## config.mk

```make
export PLATFORM = sky130hd
export DESIGN_NAME = fit_policy_block_allocator_unit
export DESIGN_NICKNAME = d
export VERILOG_FILES = /design/src/design/fpba_pkg.sv /design/src/design/fpba_pick.sv /design/src/design/fit_policy_block_allocator_unit.sv
export VERILOG_INCLUDE_DIRS = /design/src /design/src/design
export SDC_FILE = /design/constraint.sdc
export NUM_CORES = 1
export LEC_CHECK = 0
export BUFFER_PORTS_ARGS = -buffer_cell sky130_fd_sc_hd__buf_4
export CAP_MARGIN = 20
export CORE_UTILIZATION = 50
export CTS_CLUSTER_DIAMETER = 200
export DETAILED_ROUTE_END_ITERATION = 6
export MAX_ROUTING_LAYER = met4
export PLACE_DENSITY = 0.75
export SYNTH_ARGS = -nofsm -noshare
export SYNTH_HDL_FRONTEND = slang
export SYNTH_HIERARCHICAL = 1
export SYNTH_SLANG_ARGS = --single-unit
```

## constraint.sdc

```tcl
create_clock -name aclk -period 8.4 [get_ports aclk]
set_input_delay 0.42 -clock aclk [delete_from_list [all_inputs] [get_ports aclk]]
set_output_delay 0.42 -clock aclk [all_outputs]
set_load 0.05 [all_outputs]
```

## src/design/fit_policy_block_allocator_unit_macros.svh

```systemverilog
// Assertion macros shared by the allocator RTL.
// Included by modules that carry concurrent checks; no other dependencies.
`ifndef FIT_POLICY_BLOCK_ALLOCATOR_UNIT_MACROS_SVH
`define FIT_POLICY_BLOCK_ALLOCATOR_UNIT_MACROS_SVH

`ifndef SYNTHESIS
// pre holds -> post holds in the same cycle
`define FPBA_ASSERT_NOW(label, clk, rstn, pre, post) \
    label: assert property (@(posedge clk) disable iff (!(rstn)) (pre) |-> (post)) \
        else $error("allocator check failed");
// pre holds -> post holds in the next cycle
`define FPBA_ASSERT_NEXT(label, clk, rstn, pre, post) \
    label: assert property (@(posedge clk) disable iff (!(rstn)) (pre) |=> (post)) \
        else $error("allocator check failed");
`else
`define FPBA_ASSERT_NOW(label, clk, rstn, pre, post)
`define FPBA_ASSERT_NEXT(label, clk, rstn, pre, post)
`endif

`endif

```

## src/design/fpba_pkg.sv

```systemverilog
// Shared types and constants for the fit policy block allocator.
// No dependencies; used by fpba_pick and the top level.
`timescale 1ns / 1ps

package fpba_pkg;

    localparam int MAX_BLOCKS = 16;
    localparam int ADDR_BITS  = 16;
    localparam int FIELD_BITS = 16;
    localparam int SIZE_BITS  = 16;
    localparam int IDX_BITS   = (MAX_BLOCKS > 1) ? $clog2(MAX_BLOCKS) : 1;
    localparam int CNT_BITS   = $clog2(MAX_BLOCKS + 1);

    typedef logic [ADDR_BITS-1:0]  addr_t;
    typedef logic [SIZE_BITS-1:0]  size_t;
    typedef logic [IDX_BITS-1:0]   idx_t;
    typedef logic [CNT_BITS-1:0]   cnt_t;

    // function codes
    localparam logic FUNC_ADD   = 1'b0;
    localparam logic FUNC_ALLOC = 1'b1;

    // fit policy codes
    localparam logic [1:0] POL_FIRST = 2'd0;
    localparam logic [1:0] POL_BEST  = 2'd1;
    localparam logic [1:0] POL_WORST = 2'd2;

    typedef enum logic [1:0] {
        ST_ALLOCATED = 2'd0,
        ST_NO_FIT    = 2'd1,
        ST_ADDED     = 2'd2,
        ST_FULL      = 2'd3
    } status_t;

    typedef struct packed {
        logic                  func;
        logic [1:0]            policy;
        logic [FIELD_BITS-1:0] block_start;
        logic [FIELD_BITS-1:0] amount;
    } in_beat_t;

    typedef struct packed {
        status_t               status;
        logic [FIELD_BITS-1:0] alloc_address;
    } out_beat_t;

    // one table entry
    typedef struct packed {
        addr_t start;
        size_t size;
    } entry_t;

    // control from the scan sequencer to the picker
    typedef struct packed {
        logic       clear;
        logic       valid;
        logic [1:0] policy;
        size_t      job;
        idx_t       idx;
    } pick_ctrl_t;

    // current winner held by the picker
    typedef struct packed {
        logic   found;
        idx_t   idx;
        entry_t ent;
    } pick_stat_t;

endpackage

```

## src/design/fpba_pick.sv

```systemverilog
// Fit picker: watches the streamed table entries and keeps the winner.
// Depends on fpba_pkg.
`timescale 1ns / 1ps

module fpba_pick (
    input  logic                aclk,
    input  logic                aresetn,
    input  fpba_pkg::pick_ctrl_t ctrl,
    input  fpba_pkg::entry_t    ent,
    output fpba_pkg::pick_stat_t stat
);
    import fpba_pkg::*;

    logic   found_reg;
    idx_t   idx_reg;
    entry_t ent_reg;
    logic   fits;
    logic   take;

    // candidate test; ties keep the earlier entry
    always_comb begin
        fits = (ent.size >= ctrl.job);
        take = 1'b0;
        if (ctrl.valid && fits) begin
            if (!found_reg) begin
                take = 1'b1;
            end else begin
                case (ctrl.policy)
                    POL_BEST:  take = (ent.size < ent_reg.size);
                    POL_WORST: take = (ent.size > ent_reg.size);
                    default:   take = 1'b0;
                endcase
            end
        end
    end

    // winner registers
    always_ff @(posedge aclk) begin
        if (!aresetn) begin
            found_reg <= 1'b0;
        end else if (ctrl.clear) begin
            found_reg <= 1'b0;
        end else if (take) begin
            found_reg <= 1'b1;
        end
    end

    always_ff @(posedge aclk) begin
        if (take) begin
            idx_reg <= ctrl.idx;
            ent_reg <= ent;
        end
    end

    assign stat.found = found_reg;
    assign stat.idx   = idx_reg;
    assign stat.ent   = ent_reg;

endmodule

```

## src/design/fit_policy_block_allocator_unit.sv

```systemverilog
// An add, or an allocation refused up front (unknown policy or empty table), goes from the
// accepted beat straight to the response state; a scanned allocation reads the N stored
// blocks (1..16), waits for the last read to reach the picker and for the picker to
// settle, writes the winner back, then responds. One item at a time: no new beat is
// taken until the reply enters the output register; a finished result waits in the
// response state while that register is full. Sync active-low reset clears control only.
`timescale 1ns / 1ps
`include "fit_policy_block_allocator_unit_macros.svh"

module fit_policy_block_allocator_unit (
    input  logic                aclk,
    input  logic                aresetn,
    input  logic                s_valid,
    output logic                s_ready,
    input  fpba_pkg::in_beat_t  s_data,
    output logic                m_valid,
    input  logic                m_ready,
    output fpba_pkg::out_beat_t m_data
);
    import fpba_pkg::*;

    typedef enum logic [1:0] {
        S_IDLE,
        S_SCAN,
        S_UPD,
        S_RESP
    } state_t;

    state_t     state_reg;
    cnt_t       count_reg;
    cnt_t       scan_cnt_reg;
    logic       rd_pend_reg;
    idx_t       rd_idx_reg;
    logic [1:0] policy_reg;
    size_t      job_reg;
    out_beat_t  res_reg;
    logic       m_valid_reg;
    out_beat_t  m_data_reg;

    entry_t     mem [MAX_BLOCKS];
    entry_t     rd_data_reg;

    logic       acc;
    logic       rd_en;
    idx_t       rd_addr;
    logic       wr_en;
    idx_t       wr_addr;
    entry_t     wr_data;
    logic       full;

    pick_ctrl_t pick_ctrl;
    pick_stat_t pick_stat;

    assign s_ready = (state_reg == S_IDLE);
    assign acc     = s_valid && s_ready;
    assign full    = (count_reg == cnt_t'(MAX_BLOCKS));
    assign m_valid = m_valid_reg;
    assign m_data  = m_data_reg;

    // table read: one entry per scan cycle
    assign rd_en   = (state_reg == S_SCAN) && (scan_cnt_reg < count_reg);
    assign rd_addr = scan_cnt_reg[IDX_BITS-1:0];

    // table write: append on add, update the winner after a scan
    always_comb begin
        wr_en   = 1'b0;
        wr_addr = count_reg[IDX_BITS-1:0];
        wr_data.start = addr_t'(s_data.block_start);
        wr_data.size  = size_t'(s_data.amount);
        if (acc && (s_data.func == FUNC_ADD) && !full) begin
            wr_en = 1'b1;
        end else if ((state_reg == S_UPD) && pick_stat.found) begin
            wr_en         = 1'b1;
            wr_addr       = pick_stat.idx;
            wr_data.start = pick_stat.ent.start + addr_t'(job_reg);
            wr_data.size  = pick_stat.ent.size - job_reg;
        end
    end

    always_ff @(posedge aclk) begin
        if (wr_en) begin
            mem[wr_addr] <= wr_data;
        end
        if (rd_en) begin
            rd_data_reg <= mem[rd_addr];
        end
    end

    // picker hookup
    always_comb begin
        pick_ctrl.clear  = acc && (s_data.func == FUNC_ALLOC);
        pick_ctrl.valid  = rd_pend_reg;
        pick_ctrl.policy = policy_reg;
        pick_ctrl.job    = job_reg;
        pick_ctrl.idx    = rd_idx_reg;
    end

    fpba_pick u_pick (
        .aclk    (aclk),
        .aresetn (aresetn),
        .ctrl    (pick_ctrl),
        .ent     (rd_data_reg),
        .stat    (pick_stat)
    );

    // sequencer and output register
    always_ff @(posedge aclk) begin
        if (!aresetn) begin
            state_reg    <= S_IDLE;
            count_reg    <= '0;
            scan_cnt_reg <= '0;
            rd_pend_reg  <= 1'b0;
            m_valid_reg  <= 1'b0;
        end else begin
            rd_pend_reg <= rd_en;
            rd_idx_reg  <= rd_addr;
            // the response state loads the output register itself
            if (m_valid_reg && m_ready && (state_reg != S_RESP)) begin
                m_valid_reg <= 1'b0;
            end
            case (state_reg)
                S_IDLE: begin
                    if (acc) begin
                        policy_reg <= s_data.policy;
                        job_reg    <= size_t'(s_data.amount);
                        res_reg.alloc_address <= '0;
                        if (s_data.func == FUNC_ADD) begin
                            if (full) begin
                                res_reg.status <= ST_FULL;
                            end else begin
                                count_reg      <= count_reg + cnt_t'(1);
                                res_reg.status <= ST_ADDED;
                            end
                            state_reg <= S_RESP;
                        end else if (!(s_data.policy inside {POL_FIRST, POL_BEST, POL_WORST})
                                     || (count_reg == '0)) begin
                            res_reg.status <= ST_NO_FIT;
                            state_reg      <= S_RESP;
                        end else begin
                            scan_cnt_reg <= '0;
                            state_reg    <= S_SCAN;
                        end
                    end
                end
                S_SCAN: begin
                    if (scan_cnt_reg < count_reg) begin
                        scan_cnt_reg <= scan_cnt_reg + cnt_t'(1);
                    end else if (!rd_pend_reg) begin
                        state_reg <= S_UPD;
                    end
                end
                S_UPD: begin
                    if (pick_stat.found) begin
                        res_reg.status        <= ST_ALLOCATED;
                        res_reg.alloc_address <= FIELD_BITS'(pick_stat.ent.start);
                    end else begin
                        res_reg.status        <= ST_NO_FIT;
                        res_reg.alloc_address <= '0;
                    end
                    state_reg <= S_RESP;
                end
                S_RESP: begin
                    if (!m_valid_reg || m_ready) begin
                        m_valid_reg <= 1'b1;
                        m_data_reg  <= res_reg;
                        state_reg   <= S_IDLE;
                    end
                end
                default: begin
                    state_reg <= S_IDLE;
                end
            endcase
        end
    end

    // checks
    `FPBA_ASSERT_NOW(a_count_bound, aclk, aresetn, 1'b1, count_reg <= cnt_t'(MAX_BLOCKS))
    `FPBA_ASSERT_NEXT(a_add_counts, aclk, aresetn, acc && (s_data.func == FUNC_ADD) && !full, count_reg == $past(count_reg) + cnt_t'(1))
    `FPBA_ASSERT_NOW(a_addr_zero, aclk, aresetn, m_valid_reg && (m_data_reg.status != ST_ALLOCATED), m_data_reg.alloc_address == '0)
    `FPBA_ASSERT_NOW(a_pick_in_table, aclk, aresetn, (state_reg == S_UPD) && pick_stat.found, cnt_t'(pick_stat.idx) < count_reg)

endmodule

```

==> results.cfg <==
[outcome]
status = finished, final reports clean

[yosys]
synthesis.instances = 1636
synth_flop_cell = edfxtp_1
seq_area_frac_synth_pct = 71.60
synthArstFlopShare_pct = 0
synth_warnings = 6
synth.area.top_cells = edfxtp_1, mux4_2, mux2i_1
syn_area_per_cell_um2 = 16.61
synth_most_common_cell = edfxtp_1
ys_ff_latch = 653
yosysTopAreaCellShare_pct = 70.50
synth_cell_types = 71
synth_top_area_cell = edfxtp_1
synth_edf_count = 638
synth_common_cells = edfxtp_1, nand2_1, mux2i_1
syn_nets = 1753
synth_area_um2 = 27180

[placement]
pre_cts_ws_ns = 4.348
gp_congestion = 0.9032
dp_hpwl_um = 38390
dp_cells = 2358
port_buffers = 58

[timing]
worst_pin_slew_ns = 1.167
finalSetupViolCount = 0
rsz0062_at_grt = false
slew_headroom_pct = 21.70
tns_ns = 0
hold_viol_final = 0
max_clock_freq_mhz = 248.8
fin_skew_ns = 0.02736
period_share_pct = 47.84
drv_slew = 0
period_minus_slack_ns = 4.019
setup_ws_ns = 4.381

[critical_path]
cp-start-kind = register
cp_top_family = simple AND/OR/NAND/NOR gates
path_max_fanout = 66
reg2reg_setup_slack_ns = 4.38
max_stage_delay_ns = 0.99
path_cells = inv_1, ha_1, nand2_1, nor3b_4, nand2b_4, a31oi_1, nor2_4
crit_cells = 7
critPathBufInv = 1
crit_path_end_kind = register
cp.arrival_ns = 4.22
critPathRequiredTime_ns = 8.60
reg2reg_depth = 7
crit_path_top_delay_cell = nor2_4
worstSetupPathType = register to register

[floorplanning]
ios = 59
core_um2 = 53710
die-area_um2 = 55290
die_x_um = 235.1
floorplan.initialDensity_pct = 50.60
die_h_um = 235.1
rows = 85

[layout]
drive_above_1_share_pct = 17.93
post_layout_nonfiller_instances = 2498
final_util_pct = 57.86
nNetsFinal = 1871
largest_register_ffs = 512
syn_to_final_growth_pct = 14.35

[clock_tree]
ctsHoldBuffers = 14
cts_sinks = 653
cts_buffer_depth = 3
cts_resized = 0
cts-buffers-inserted = 67
postCtsSetupBuffers = 0
h-tree-depth = 3
cts_tree = built
clk-insertion-delay-late_ns = 0.59
root_buffer = clkbuf_16
path_clk_slew_ns = 0.06

[drt]
wirelength_met1_um = 25590
num_vias = 14940
ant_nets = 0
highest_layer = met4
dr_wl_met3_um = 5464
drc = 0
routed_wl_um = 60980
avgRoutedWirePerCell_um = 24.41
route.met2.wl_um = 28240
vias_per_cell = 5.982
first_iter_violations = 1820
drt_pre_antenna_iters = 5

[global_route]
antenna_found_initial = 2
grt_pass1_vias = 15050
grt.overflow.total = 0
grt_max_degree = 96
grt_use_total_pct = 22.99
grt_pass1_wl_um = 91850

[job]
maxCapViolCount = 0

[pwr]
vdd_drop_max_mv = 0.1394
pwr_density_cell_nw_per_um2 = 231.7
p_total_mw = 7.200
leakagePower_nw = 10.30

[min_path]
min_path_cells = 1
hp-class = primary input to register
cells by family (layout without fill, tap and decap cells):
kind of cell	Yosys count	count (layout)	synth area share, %
buffers and inverters	135	300	2.113
AOI/OAI and AO/OA	297	297	6.934
muxes	195	195	10.24
and+or+nand+nor	246	246	4.434
other	0	1	0
xor gates and xnor gates	32	32	1.031
adders and majority gates	78	78	3.646
DFF	653	653	71.60
stage by stage:
step                      hold WS [ns]  area, um^2
after floorplan                 0.4003       27180
after global routing           0.02035       31080
after global placement          0.4009       28580
after CTS                     0.007732       30910
after detailed placement        0.4045       28670
final                          0.04116       31080
per-layer routing:
layer | GRT usage, % | up-vias
li1 | - | 6660
met2 | 34.39 | 659
met1 | 31.65 | 7531
met5 | - | -
met3 | 4.503 | 92
met4 | 8.074 | 0
report_power, final:
group          leakage [nW]  internal, mW  switching (mW)  total (mW)
logic                  3.39         0.224           0.391       0.615
registers              5.88          3.68          0.0502        3.73
clock network          1.02          1.65            1.20        2.86
total                  10.3          5.56            1.64        7.20
cell type report:
type                    instances  area, um^2
repair buffers                119        1099
flip-flops and latches        653       19470
inverters                      65       244.0
clock buffers                  84        1804
clock inverters                32       297.8
well taps                     696       870.8
multi-input cells             848        7291
fillers                      3886       22630
diodes                          1       2.502
path summary, 6_finish.rpt:
check / start / to
setup / recovery: state_reg[1]$_SDFFE_PN0P_ / mem[1][15]$_DFFE_PP_
hold / removal: s_data[14] / job_reg[14]$_DFFE_PP_
setup reg to reg: state_reg[1]$_SDFFE_PN0P_ / mem[1][15]$_DFFE_PP_
hold reg to reg: rd_idx_reg[1]$_DFFE_PP_ / u_pick/idx_reg[1]$_DFFE_PP_
placed cells by master (no fill, tap or decap), types with 5 or more instances in the layout:
master,n
a22oi_1,32
ha_1,76
a211oi_1,5
a21o_1,8
nor2_4,17
nand2b_1,6
xor2_1,19
o21ai_0,94
mux2_2,24
a31oi_1,9
clkinv_2,5
and2_1,7
mux2i_1,107
nand3_1,8
dfxtp_1,12
buf_16,6
o21a_1,6
nor3_1,5
dlygate4sd3_1,14
inv_1,65
mux4_2,64
nor2b_1,5
edfxtp_1,638
clkbuf_1,14
nor2_1,23
nand2_1,119
clkinv_1,13
buf_4,95
clkbuf_16,70
a221oi_1,32
nand4_1,9
o21ai_1,11
xnor2_1,13
a21oi_1,71
and3_1,22
No activity file was read; power rests on OpenSTA's default activity.
